===== config.mk =====
export PLATFORM = sky130hd
export DESIGN_NAME = wav_riff_header_parser
export DESIGN_NICKNAME = d
export VERILOG_FILES = /design/src/hw/rtl/wrhp_pkg.sv /design/src/hw/rtl/wrhp_walker.sv /design/src/hw/rtl/wrhp_result.sv /design/src/hw/rtl/wav_riff_header_parser.sv
export SDC_FILE = /design/constraint.sdc
export NUM_CORES = 2
export LEC_CHECK = 0
export BUFFER_PORTS_ARGS = -buffer_cell sky130_fd_sc_hd__buf_2
export CORE_ASPECT_RATIO = 1.4
export CORE_UTILIZATION = 65
export CTS_BUF_LIST = sky130_fd_sc_hd__clkbuf_2 sky130_fd_sc_hd__clkbuf_4 sky130_fd_sc_hd__clkbuf_8
export DETAILED_ROUTE_END_ITERATION = 7
export HOLD_SLACK_MARGIN = 0.15
export PLACE_DENSITY = 0.85
export SKIP_LAST_GASP = 1
export SLEW_MARGIN = 15
export SYNTH_ARGS = -nofsm -noshare
export SYNTH_HDL_FRONTEND = slang
export SYNTH_SLANG_ARGS = --single-unit

===== constraint.sdc =====
create_clock -name clk -period 24 [get_ports clk]
set_clock_uncertainty 0.15 [all_clocks]
set_input_delay 2.4 -clock clk [delete_from_list [all_inputs] [get_ports clk]]
set_output_delay 2.4 -clock clk [all_outputs]
set_load 0.05 [all_outputs]

===== src/hw/rtl/wrhp_pkg.sv =====
package wrhp_pkg;

  localparam int POSITION_BITS_DEF = 32;
  localparam int POS_EXT_W = 33;
  localparam int NEXT_W = 35;

  localparam logic [31:0] RIFF_TAG = 32'h52494646;
  localparam logic [31:0] WAVE_TAG = 32'h57415645;
  localparam logic [31:0] FMT_TAG = 32'h666D7420;
  localparam logic [31:0] DATA_TAG = 32'h64617461;
  localparam logic [31:0] FMT_BYTES = 32'd16;
  localparam logic [POS_EXT_W-1:0] MIN_FILE = POS_EXT_W'(44);
  localparam logic [15:0] FORMAT_PCM = 16'd1;
  localparam logic [15:0] PCM_BITS = 16'd16;
  localparam logic [15:0] CHANS_MONO = 16'd1;
  localparam logic [15:0] CHANS_STEREO = 16'd2;

  localparam logic [2:0] ST_OK = 3'd0;
  localparam logic [2:0] ST_SHORT = 3'd1;
  localparam logic [2:0] ST_BAD_TAG = 3'd2;
  localparam logic [2:0] ST_FMT_SHORT = 3'd3;
  localparam logic [2:0] ST_UNSUPPORTED = 3'd4;

  typedef struct packed {
    logic [7:0] file_byte;
    logic       final_byte;
  } in_t;

  typedef struct packed {
    logic [2:0]  status;
    logic [31:0] sample_rate;
    logic        stereo;
    logic [31:0] data_offset;
    logic [31:0] data_length;
  } out_t;

  typedef struct packed {
    logic [POS_EXT_W-1:0] file_length;
    logic                 tags_ok;
    logic                 fmt_fault;
    logic [31:0]          format_length;
    logic [31:0]          data_length;
    logic [POS_EXT_W-1:0] data_offset;
    logic [15:0]          audio_format;
    logic [15:0]          channels;
    logic [31:0]          sample_rate;
    logic [15:0]          bits_per_sample;
  } snap_t;

  function automatic logic [7:0] tag_byte(input logic [31:0] tag, input logic [1:0] i);
    logic [7:0] b;
    case (i)
      2'd0: b = tag[31:24];
      2'd1: b = tag[23:16];
      2'd2: b = tag[15:8];
      default: b = tag[7:0];
    endcase
    return b;
  endfunction

endpackage


===== src/hw/rtl/wrhp_walker.sv =====
module wrhp_walker #(
  parameter int POSITION_BITS = wrhp_pkg::POSITION_BITS_DEF
) (
  input  logic            clk,
  input  logic            rst,
  input  logic            in_valid,
  output logic            in_ready,
  input  wrhp_pkg::in_t   in_data,
  output logic            snap_valid,
  input  logic            snap_ready,
  output wrhp_pkg::snap_t snap
);
  import wrhp_pkg::*;

  localparam int PW = POSITION_BITS;
  localparam int CW = POSITION_BITS + 1;

  typedef enum logic [4:0] {
    PH_RIFF     = 5'b00001,
    PH_HDR      = 5'b00010,
    PH_FMT      = 5'b00100,
    PH_DONE     = 5'b01000,
    PH_FMT_FAIL = 5'b10000
  } phase_t;

  logic        s1_valid;
  logic [7:0]  s1_byte;
  logic        s1_final;
  logic        s1_adv;

  logic [CW-1:0] byte_count, byte_count_next;
  logic          tags_ok, tags_ok_next;
  phase_t        phase, phase_next;
  logic [PW-1:0] chunk_start, chunk_start_next;
  logic [31:0]   chunk_tag, chunk_tag_next;
  logic [31:0]   chunk_length, chunk_length_next;
  logic [7:0]    fmt [16];
  logic [7:0]    fmt_next [16];
  logic [31:0]   format_length, format_length_next;
  logic [3:0]    fmt_seen, fmt_seen_next;
  logic [31:0]   data_length, data_length_next;
  logic [CW-1:0] data_offset, data_offset_next;
  logic          walk_done, walk_done_next;

  logic [CW-1:0]     k;
  logic [32:0]       rounded;
  logic [NEXT_W-1:0] next_pos;
  logic              is_fmt;
  logic              is_data;
  snap_t             snap_next;

  assign s1_adv = s1_valid && (!s1_final || !snap_valid || snap_ready);
  assign in_ready = !s1_valid || s1_adv;

  always_comb begin
    byte_count_next = byte_count;
    tags_ok_next = tags_ok;
    phase_next = phase;
    chunk_start_next = chunk_start;
    chunk_tag_next = chunk_tag;
    chunk_length_next = chunk_length;
    fmt_next = fmt;
    format_length_next = format_length;
    fmt_seen_next = fmt_seen;
    data_length_next = data_length;
    data_offset_next = data_offset;
    walk_done_next = walk_done;
    k = byte_count - CW'(chunk_start);
    rounded = '0;
    next_pos = '0;
    is_fmt = 1'b0;
    is_data = 1'b0;
    if (!byte_count[PW]) begin
      byte_count_next = byte_count + 1'b1;
      unique case (phase)
        PH_RIFF: begin
          if (byte_count[3:2] == 2'd0 &&
              s1_byte != tag_byte(RIFF_TAG, byte_count[1:0])) begin
            tags_ok_next = 1'b0;
          end
          if (byte_count[3:2] == 2'd2 &&
              s1_byte != tag_byte(WAVE_TAG, byte_count[1:0])) begin
            tags_ok_next = 1'b0;
          end
          if (byte_count[3:0] == 4'd11) begin
            phase_next = PH_HDR;
          end
        end
        PH_HDR: begin
          if (byte_count >= CW'(chunk_start) && k[CW-1:3] == '0) begin
            if (!k[2]) begin
              chunk_tag_next = {chunk_tag[23:0], s1_byte};
            end else begin
              chunk_length_next = chunk_length | (32'(s1_byte) << {k[1:0], 3'b000});
            end
            if (k[2:0] == 3'd7) begin
              is_fmt = chunk_tag == FMT_TAG;
              is_data = chunk_tag == DATA_TAG;
              rounded = ({1'b0, chunk_length_next} + 33'd1) & ~33'd1;
              next_pos = NEXT_W'(chunk_start) + NEXT_W'(8) + NEXT_W'(rounded);
              if (is_fmt && chunk_length_next < FMT_BYTES) begin
                format_length_next = chunk_length_next;
                phase_next = PH_FMT_FAIL;
              end else begin
                if (is_fmt) begin
                  format_length_next = chunk_length_next;
                  fmt_seen_next = '0;
                end else if (is_data) begin
                  data_length_next = chunk_length_next;
                  data_offset_next = CW'(chunk_start) + CW'(8);
                end
                if (next_pos[NEXT_W-1:PW] != '0) begin
                  walk_done_next = 1'b1;
                end else begin
                  chunk_start_next = next_pos[PW-1:0];
                  if (format_length_next != '0 && data_length_next != '0) begin
                    walk_done_next = 1'b1;
                  end
                end
                chunk_tag_next = '0;
                chunk_length_next = '0;
                if (is_fmt) begin
                  phase_next = PH_FMT;
                end else begin
                  phase_next = walk_done_next ? PH_DONE : PH_HDR;
                end
              end
            end
          end
        end
        PH_FMT: begin
          fmt_next[fmt_seen] = s1_byte;
          fmt_seen_next = fmt_seen + 1'b1;
          if (fmt_seen == 4'd15) begin
            phase_next = walk_done ? PH_DONE : PH_HDR;
          end
        end
        default: begin
        end
      endcase
    end
  end

  always_comb begin
    snap_next.file_length = POS_EXT_W'(byte_count_next);
    snap_next.tags_ok = tags_ok_next;
    snap_next.fmt_fault = (phase_next == PH_FMT_FAIL) || (phase_next == PH_FMT);
    snap_next.format_length = format_length_next;
    snap_next.data_length = data_length_next;
    snap_next.data_offset = POS_EXT_W'(data_offset_next);
    snap_next.audio_format = {fmt_next[1], fmt_next[0]};
    snap_next.channels = {fmt_next[3], fmt_next[2]};
    snap_next.sample_rate = {fmt_next[7], fmt_next[6], fmt_next[5], fmt_next[4]};
    snap_next.bits_per_sample = {fmt_next[15], fmt_next[14]};
  end

  always_ff @(posedge clk) begin
    if (rst) begin
      s1_valid <= 1'b0;
    end else if (in_ready) begin
      s1_valid <= in_valid;
    end
    if (in_ready && in_valid) begin
      s1_byte <= in_data.file_byte;
      s1_final <= in_data.final_byte;
    end
  end

  always_ff @(posedge clk) begin
    if (rst || (s1_adv && s1_final)) begin
      byte_count <= '0;
      tags_ok <= 1'b1;
      phase <= PH_RIFF;
      chunk_start <= PW'(12);
      chunk_tag <= '0;
      chunk_length <= '0;
      for (int i = 0; i < 16; i++) begin
        fmt[i] <= '0;
      end
      format_length <= '0;
      fmt_seen <= '0;
      data_length <= '0;
      data_offset <= '0;
      walk_done <= 1'b0;
    end else if (s1_adv) begin
      byte_count <= byte_count_next;
      tags_ok <= tags_ok_next;
      phase <= phase_next;
      chunk_start <= chunk_start_next;
      chunk_tag <= chunk_tag_next;
      chunk_length <= chunk_length_next;
      fmt <= fmt_next;
      format_length <= format_length_next;
      fmt_seen <= fmt_seen_next;
      data_length <= data_length_next;
      data_offset <= data_offset_next;
      walk_done <= walk_done_next;
    end
  end

  always_ff @(posedge clk) begin
    if (rst) begin
      snap_valid <= 1'b0;
    end else if (s1_adv && s1_final) begin
      snap_valid <= 1'b1;
    end else if (snap_ready) begin
      snap_valid <= 1'b0;
    end
    if (s1_adv && s1_final) begin
      snap <= snap_next;
    end
  end

endmodule


===== src/hw/rtl/wrhp_result.sv =====
module wrhp_result (
  input  logic            clk,
  input  logic            rst,
  input  logic            snap_valid,
  output logic            snap_ready,
  input  wrhp_pkg::snap_t snap,
  output logic            out_valid,
  input  logic            out_ready,
  output wrhp_pkg::out_t  out_data
);
  import wrhp_pkg::*;

  logic [2:0]           status;
  logic [POS_EXT_W:0]   data_end;
  logic                 clip;
  logic [POS_EXT_W-1:0] tail;
  logic                 bad_format;
  out_t                 out_next;

  assign snap_ready = !out_valid || out_ready;

  always_comb begin
    bad_format = snap.audio_format != FORMAT_PCM || snap.bits_per_sample != PCM_BITS ||
                 snap.sample_rate == '0 ||
                 (snap.channels != CHANS_MONO && snap.channels != CHANS_STEREO);
    if (snap.file_length < MIN_FILE) begin
      status = ST_SHORT;
    end else if (!snap.tags_ok) begin
      status = ST_BAD_TAG;
    end else if (snap.fmt_fault) begin
      status = ST_FMT_SHORT;
    end else if (snap.format_length < FMT_BYTES || snap.data_length == '0 ||
                 snap.data_offset == '0 || bad_format) begin
      status = ST_UNSUPPORTED;
    end else begin
      status = ST_OK;
    end
    data_end = {1'b0, snap.data_offset} + (POS_EXT_W + 1)'(snap.data_length);
    clip = data_end > {1'b0, snap.file_length};
    tail = snap.file_length - snap.data_offset;
    out_next.status = status;
    if (status == ST_OK) begin
      out_next.sample_rate = snap.sample_rate;
      out_next.stereo = snap.channels == CHANS_STEREO;
      out_next.data_offset = snap.data_offset[31:0];
      out_next.data_length = clip ? tail[31:0] : snap.data_length;
    end else begin
      out_next.sample_rate = '0;
      out_next.stereo = 1'b0;
      out_next.data_offset = '0;
      out_next.data_length = '0;
    end
  end

  always_ff @(posedge clk) begin
    if (rst) begin
      out_valid <= 1'b0;
    end else if (snap_ready) begin
      out_valid <= snap_valid;
    end
    if (snap_ready && snap_valid) begin
      out_data <= out_next;
    end
  end

endmodule


===== src/hw/rtl/wav_riff_header_parser.sv =====
// Throughput: one file byte per cycle, back to back, across file boundaries,
//   unless a final byte waits on a full snapshot register. The result passes
//   the input register, header snapshot register and result register in turn.
// Reset (rst, synchronous): drops all pending work and restarts the parse at
//   file offset zero; the parser also restarts by itself after each final byte.
module wav_riff_header_parser #(
  parameter int POSITION_BITS = wrhp_pkg::POSITION_BITS_DEF
) (
  input  logic           clk,
  input  logic           rst,
  input  logic           in_valid,
  output logic           in_ready,
  input  wrhp_pkg::in_t  in_data,
  output logic           out_valid,
  input  logic           out_ready,
  output wrhp_pkg::out_t out_data
);
  import wrhp_pkg::*;

  logic  snap_valid;
  logic  snap_ready;
  snap_t snap;

  wrhp_walker #(
    .POSITION_BITS(POSITION_BITS)
  ) u_walker (
    .clk       (clk),
    .rst       (rst),
    .in_valid  (in_valid),
    .in_ready  (in_ready),
    .in_data   (in_data),
    .snap_valid(snap_valid),
    .snap_ready(snap_ready),
    .snap      (snap)
  );

  wrhp_result u_result (
    .clk       (clk),
    .rst       (rst),
    .snap_valid(snap_valid),
    .snap_ready(snap_ready),
    .snap      (snap),
    .out_valid (out_valid),
    .out_ready (out_ready),
    .out_data  (out_data)
  );

endmodule

# ---- After elaboration in Yosys (flattened, before gate mapping)
# Index checks and enable logic that the tools add are counted.
dict set report word_totals {
  reg_bits 689
}
dict set report op_classes {
  n_lt_le_gt_ge 7
  bitwise 5
  n_mux 84
  add_sub_neg 9
  n_shift 1
  reduce_logical 44
  n_eq_ne 24
}
# cell count
set op_table {}
lappend op_table {{32-bit 2-to-1 mux} 33}
lappend op_table {{33-bit 2-to-1 mux} 8}
lappend op_table {{128-bit 2-to-1 mux} 2}
lappend op_table {{128-bit bitwise mux} 1}
lappend op_table {{32-bit by 4-bit adder with 33-bit output (second input constant)} 2}
lappend op_table {{32-bit by 31-bit equality test with 1-bit output (second input constant)} 2}
lappend op_table {{32-bit logical NOT} 2}
lappend op_table {{32-bit by 5-bit less-than comparator with 1-bit output (second input constant)} 2}
lappend op_table {{32-bit nonzero test} 2}
lappend op_table {{8-bit 2-to-1 mux} 5}
lappend op_table {{35-bit by 33-bit adder with 35-bit output} 1}
lappend op_table {{5-bit 2-to-1 mux} 7}
lappend op_table {{33-bit by 32-bit adder with 34-bit output} 1}
lappend op_table {{34-bit by 33-bit greater-than comparator with 1-bit output} 1}
lappend op_table {{32-bit by 1-bit adder with 33-bit output (second input constant)} 1}
lappend op_table {{33-bit by 1-bit adder with 33-bit output (second input constant)} 1}
lappend op_table {{33-bit by 32-bit >= comparator with 1-bit output} 1}
lappend op_table {{33-bit logical NOT} 1}
lappend op_table {{33-bit by 6-bit less-than comparator with 1-bit output (second input constant)} 1}
lappend op_table {{33-bit by 32-bit subtractor with 33-bit output} 1}
lappend op_table {{8-bit demux with 4-bit select} 1}
lappend op_table {{16-bit by 1-bit != test with 1-bit output (second input constant)} 2}
lappend op_table {{32-bit OR} 1}
lappend op_table {{8-bit by 5-bit << shifter with 32-bit output} 1}
lappend op_table {{other kinds (38)} 94}

# ---- Logic depth before layout (Yosys ltp)
dict set report depth {
  word_depth 32
  depth_mapped 29
}

# ---- Hierarchy
# Synthesis repeated with hierarchy kept, for this count alone.
dict set report unflattened {
  hier_cells 3591
  area_unflattened_um2 35562.9
}
# module instances cells_each area_each_um2
set modules_own_cells {}
lappend modules_own_cells {wrhp_walker 1 2691 27232.4}
lappend modules_own_cells {wrhp_result 1 900 8330.5}

# ---- Worst setup path before layout
# No wires, ideal clock.
dict set report synth_timing {
  kind {input to register}
  start {input port out_ready}
  end {register, netlist name u_result.out_data[0]}
  path_buffers 0
  slack_ns 13.455
  arrival_time_ns 9.684
  stages 2
  required_ns 23.139
  cell_sequence {inv_1 -> a21boi_0}
}
dict set report synth_via {
  elab_chain_len 2
}
# item line
set synth_lines {}
lappend synth_lines {{from (decl)} wav_riff_header_parser.sv:15} ;# input logic out_ready,
lappend synth_lines {{1-bit logical OR} wrhp_result.sv:20} ;# assign snap_ready = !out_valid || out_ready;
lappend synth_lines {{1-bit logical AND} wrhp_result.sv:61} ;# if (snap_ready && snap_valid) begin
# No other way between the ends.
# A chain may end at the register's enable or synchronous reset.

# ---- Final worst setup path
dict set report layout_timing {
  start {register u_walker.byte_count[1]}
  end {register u_walker.chunk_start[10]}
}
dict set report layout_via {
  elab_chain_len 12
}
# item line
set layout_lines {}
lappend layout_lines {{from (decl)} wrhp_walker.sv:31} ;# logic [CW-1:0] byte_count, byte_count_next;
lappend layout_lines {{from (signal assigned)} wrhp_walker.sv:186} ;# byte_count <= byte_count_next;
lappend layout_lines {{33-bit by 32-bit subtractor with 33-bit output} wrhp_walker.sv:68} ;# k = byte_count - CW'(chunk_start);
lappend layout_lines {{8-bit by 5-bit << shifter with 32-bit output} wrhp_walker.sv:94} ;# chunk_length_next = chunk_length | (32'(s1_byte) << {k[1:0], 3'b000});
lappend layout_lines {{32-bit OR} wrhp_walker.sv:94}
lappend layout_lines {{32-bit 2-to-1 mux} wrhp_walker.sv:91} ;# if (!k[2]) begin
lappend layout_lines {{32-bit 2-to-1 mux} wrhp_walker.sv:90} ;# if (byte_count >= CW'(chunk_start) && k[CW-1:3] == '0) begin
lappend layout_lines {{32-bit 2-to-1 mux} wrhp_walker.sv:75} ;# unique case (phase)
lappend layout_lines {{32-bit 2-to-1 mux} wrhp_walker.sv:73} ;# if (!byte_count[PW]) begin
lappend layout_lines {{32-bit by 1-bit adder with 33-bit output} wrhp_walker.sv:99} ;# rounded = ({1'b0, chunk_length_next} + 33'd1) & ~33'd1;
lappend layout_lines {{35-bit by 33-bit adder with 35-bit output} wrhp_walker.sv:100} ;# next_pos = NEXT_W'(chunk_start) + NEXT_W'(8) + NEXT_W'(rounded);
lappend layout_lines {{3-bit nonzero test} wrhp_walker.sv:112} ;# if (next_pos[NEXT_W-1:PW] != '0) begin
lappend layout_lines {{1-bit NOT (no line)} -}
lappend layout_lines {{7-bit AND reduction (no line)} -}
lappend layout_lines {{to (signal assigned)} wrhp_walker.sv:189} ;# chunk_start <= chunk_start_next;
lappend layout_lines {{to (decl)} wrhp_walker.sv:34} ;# logic [PW-1:0] chunk_start, chunk_start_next;
# Parallel ways exist; a longest one is shown, timed or not. The select of a mux whose other input is x is not followed.

==> results by group <==
Job
  – Max Cap Viol: 0

CTS
  – Setup Buffers After CTS: 0
  – CTS tree: yes
  – CTS Buffer Depth: 3
  – Clk_lat worst skew: 0.71 ns
  – CTS root buf: clkbuf_8
  – Sink Count: 636
  – Post_cts resized: 0
  – Post-CTS Hold Buffers: 0
  – Total CTS buffers: 91
  – H-tree levels: 3
  – Reg clk slew, reported paths: 0.07 ns

STA
  – RSZ-0062 raised after global routing: no
  – FMAX: 0.1132 GHz
  – Slew at the pin closest to its max-slew limit: 1.224 ns
  – Final setup violation count: 0
  – Final hold violation count: 0
  – Max-slew violations: 0
  – Setup TNS: 0 ns
  – Tcrit/Tclk final: 36.79%
  – Worst relative slew slack: 17.90%
  – Fin crit period: 8.830 ns

Logic synthesis
  – Synth top cells by count: 458 x nor2_1, 319 x dfxtp_1, 317 x edfxtp_1
  – Area leader, netlist: edfxtp_1
  – Synth Area in Adders: 6.405%
  – Async S/R FF share, synth: 0%
  – Fraction of the mapped netlist area in simple logic gates: 18.41%
  – Compound-Gate Fraction of Synth Area: 11.79%
  – Post-Syn Nets: 3769
  – Post-synth top area share: 27.31%
  – Seq/Total Area, Yosys: 45.64%
  – Post-synth EDFFs: 317
  – Top-count cell post-synth: nor2_1
  – Post-synthesis mux area share: 9.144%
  – Syn avg cell area: 9.735 sq um
  – Synth Area in XOR/XNOR: 4.951%
  – Post-Syn Instances: 3580
  – Top FF cell, synth: dfxtp_1
  – Synth Warn #: 0
  – Main combinational cell family by area after synthesis: simple AND/OR/NAND/NOR gates
  – Yosys reg bits: 636
  – Netlist cell types: 89
  – Synth area leaders: edfxtp_1 27%, dfxtp_1 18%, ha_1 6.2%, mux2_2 5.0%, nor2_1 4.9%
  – Synthesized area: 0.03485 sq mm

Setup path
  – CP max stage cell: nor3_4
  – Crit path arrival time: 9.31 ns
  – Buf/Inv on CP: 3
  – R2R depth: 27
  – Reg2reg end: u_walker.chunk_start[10]
  – Critical Path RT: 24.48 ns
  – Worst Setup End Kind: flop
  – Delay-heaviest family, CP: simple AND/OR/NAND/NOR gates
  – Startpoint Class: flop
  – CP Max Fanout: 19
  – Largest stage delay, worst path: 0.90 ns
  – Internal reg-to-reg setup slack: 15.17 ns
  – Critical path class: flop to flop
  – RR Startpoint: u_walker.byte_count[1]

Die
  – Ports: 115
  – Initial Utilization: 65.69%
  – Die height: 276.0 um
  – Die area: 0.05456 sq mm
  – Number of cell rows: 100
  – Core area: 0.05305 sq mm
  – Chip Width: 197.7 um

Detailed routing
  – Via-to-Cell Ratio: 6.240
  – Vias after detailed routing: 27.73k
  – Total wire length: 98660 um
  – TritonRoute pass-1 iters: 7
  – Wire per inst: 22.21 um
  – Initial DRC count: 2009
  – Top Layer Used: met4
  – Met2 wire len: 48190 um
  – Met3 wire len: 6157 um
  – Detail Route Antenna Nets: 0
  – DR DRC count: 0
  – Post-Route M1 WL: 35300 um

Power
  – Pwr dens: 58.58 mW/mm^2
  – LEAKAGE: 15.61 nW
  – Peak VDD IR: 0.06826 mV
  – Final Total Pwr: 2.220 mW

Status
  – Status: complete, no violations

GRT
  – Grt ovf: 0
  – GRT Total Usage: 36.12%
  – Initial antenna violation count: 1
  – Largest net degree at the start of global routing: 97
  – First-pass GRT wire length: 149300 um
  – Number of global-route vias before repair: 26.72k

Layout
  – Post-synthesis to final-layout area growth: 8.746%
  – Finished Cell Area: 0.03790 sq mm
  – Layout Cells excl Fill: 4443
  – Final net count: 3838
  – Layout cells sized above 1: 14.35%
  – Fill count: 3998

Place
  – Placer Congestion: 1.008
  – Placed Instances: 4270
  – Dpl hpwl: 72200 um
  – Placed Area: 0.03590 sq mm
  – I/O Buffers: 114

Min path
  – Hold Crit Depth: 2
  – HP Start: u_walker.data_offset[19]
  – Hold Crit Class: flop to flop
  – Hold EP: u_walker.data_offset[19]
==> layer usage <==
| metal | vias up | GRT usage [%] |
|---|---|---|
| li1 | 13050 | - |
| met1 | 13180 | 38.43 |
| met2 | 1141 | 62.62 |
| met3 | 349 | 5.931 |
| met4 | 0 | 30.78 |
| met5 | - | 0 |
==> flip-flops by register name (all words and copies together) (netlist names), named ones only <==
signal	flops
u_result.out_data	100
u_result.out_valid	1
u_walker.byte_count	33
u_walker.chunk_length	32
u_walker.chunk_start	31
u_walker.chunk_tag	32
u_walker.data_length	32
u_walker.data_offset	33
u_walker.fmt	80
u_walker.fmt_seen	4
u_walker.format_length	28
u_walker.phase	5
u_walker.s1_byte	8
u_walker.s1_final	1
u_walker.s1_valid	1
u_walker.snap	208
u_walker.snap_valid	1
u_walker.tags_ok	1
u_walker.walk_done	1
==> cells in the final DEF (no fill, tap or decap), types with 39 or more instances in the layout <==
cell type,instances
a21o_1,96
a21oi_1,219
nor2_1,458
nor2b_1,39
nor3_1,131
and2_1,76
nor4_1,89
inv_1,143
nand4_1,68
ha_1,172
mux2_2,155
o21ai_0,101
mux2i_1,114
nand2_1,252
clkbuf_8,97
edfxtp_1,317
clkbuf_4,48
buf_2,114
nand3_1,62
xnor2_1,123
dfxtp_1,319
xor2_1,74
==> area by class of cell <==
cell class	count	area [sq um]	share of cell area, %
multi-input combinational	2628	17740	46.82
timing repair buffer	149	833.3	2.199
sequential	636	15910	41.97
inverter	143	536.8	1.416
tap	714	893.4	2.357
antenna	1	2.502	0.006603
clock buffer	145	1695	4.474
clock inverter	27	289.0	0.7627
==> report_power, final <==
part | switching, mW | total (mW) | internal [mW] | leakage [nW]
Sequential | 0.00865 | 1.16 | 1.16 | 5.70
Combinational | 0.0986 | 0.137 | 0.0382 | 8.85
Clock | 0.420 | 0.918 | 0.498 | 1.06
==> through the flow <==
| stage | util, % | hold WS (ns) | setup slack [ns] |
|---|---|---|---|
| 6_report | 71.44 | 0.3006 | 15.17 |
| 5_1_grt | 71.44 | 0.3172 | 14.55 |
| 4_1_cts | 71.42 | 0.2994 | 15.34 |
| 3_5_place_dp | 67.68 | 0.2921 | 15.38 |
| 3_3_place_gp | 67.68 | 0.2847 | 15.46 |
| 2_1_floorplan | - | 0.2793 | 13.46 |
==> cell families (layout without fill, tap and decap cells) <==
kind of cell | Yosys count | in the layout
and+or+nand+nor | 1323 | 1323
AOI/OAI and AO/OA | 643 | 643
DFF | 636 | 636
buffers and inverters | 316 | 464
muxes | 289 | 289
xor gates and xnor gates | 197 | 197
adders and majority gates | 176 | 176
other | 0 | 1
==> worst max path at each step <==
stage,end,slack [ns],cells after the start,from
floorplan,u_result.out_data[0],13.46,2,out_ready
CTS,u_walker.chunk_start[10],15.34,27,u_walker.byte_count[1]
detailed placement,u_walker.chunk_start[10],15.38,27,u_walker.byte_count[1]
global placement,u_walker.chunk_start[10],15.46,27,u_walker.byte_count[1]
global route,u_walker.chunk_start[10],14.55,27,u_walker.byte_count[1]
finish,u_walker.chunk_start[10],15.17,27,u_walker.byte_count[1]
==> worst min-delay path, stage by stage, from the launching register on <==
cell and delay, ns:
dfxtp_1 0.31, nand2_1 0.05, a21oi_1 0.05
No activity file was read; power rests on OpenSTA's default activity.
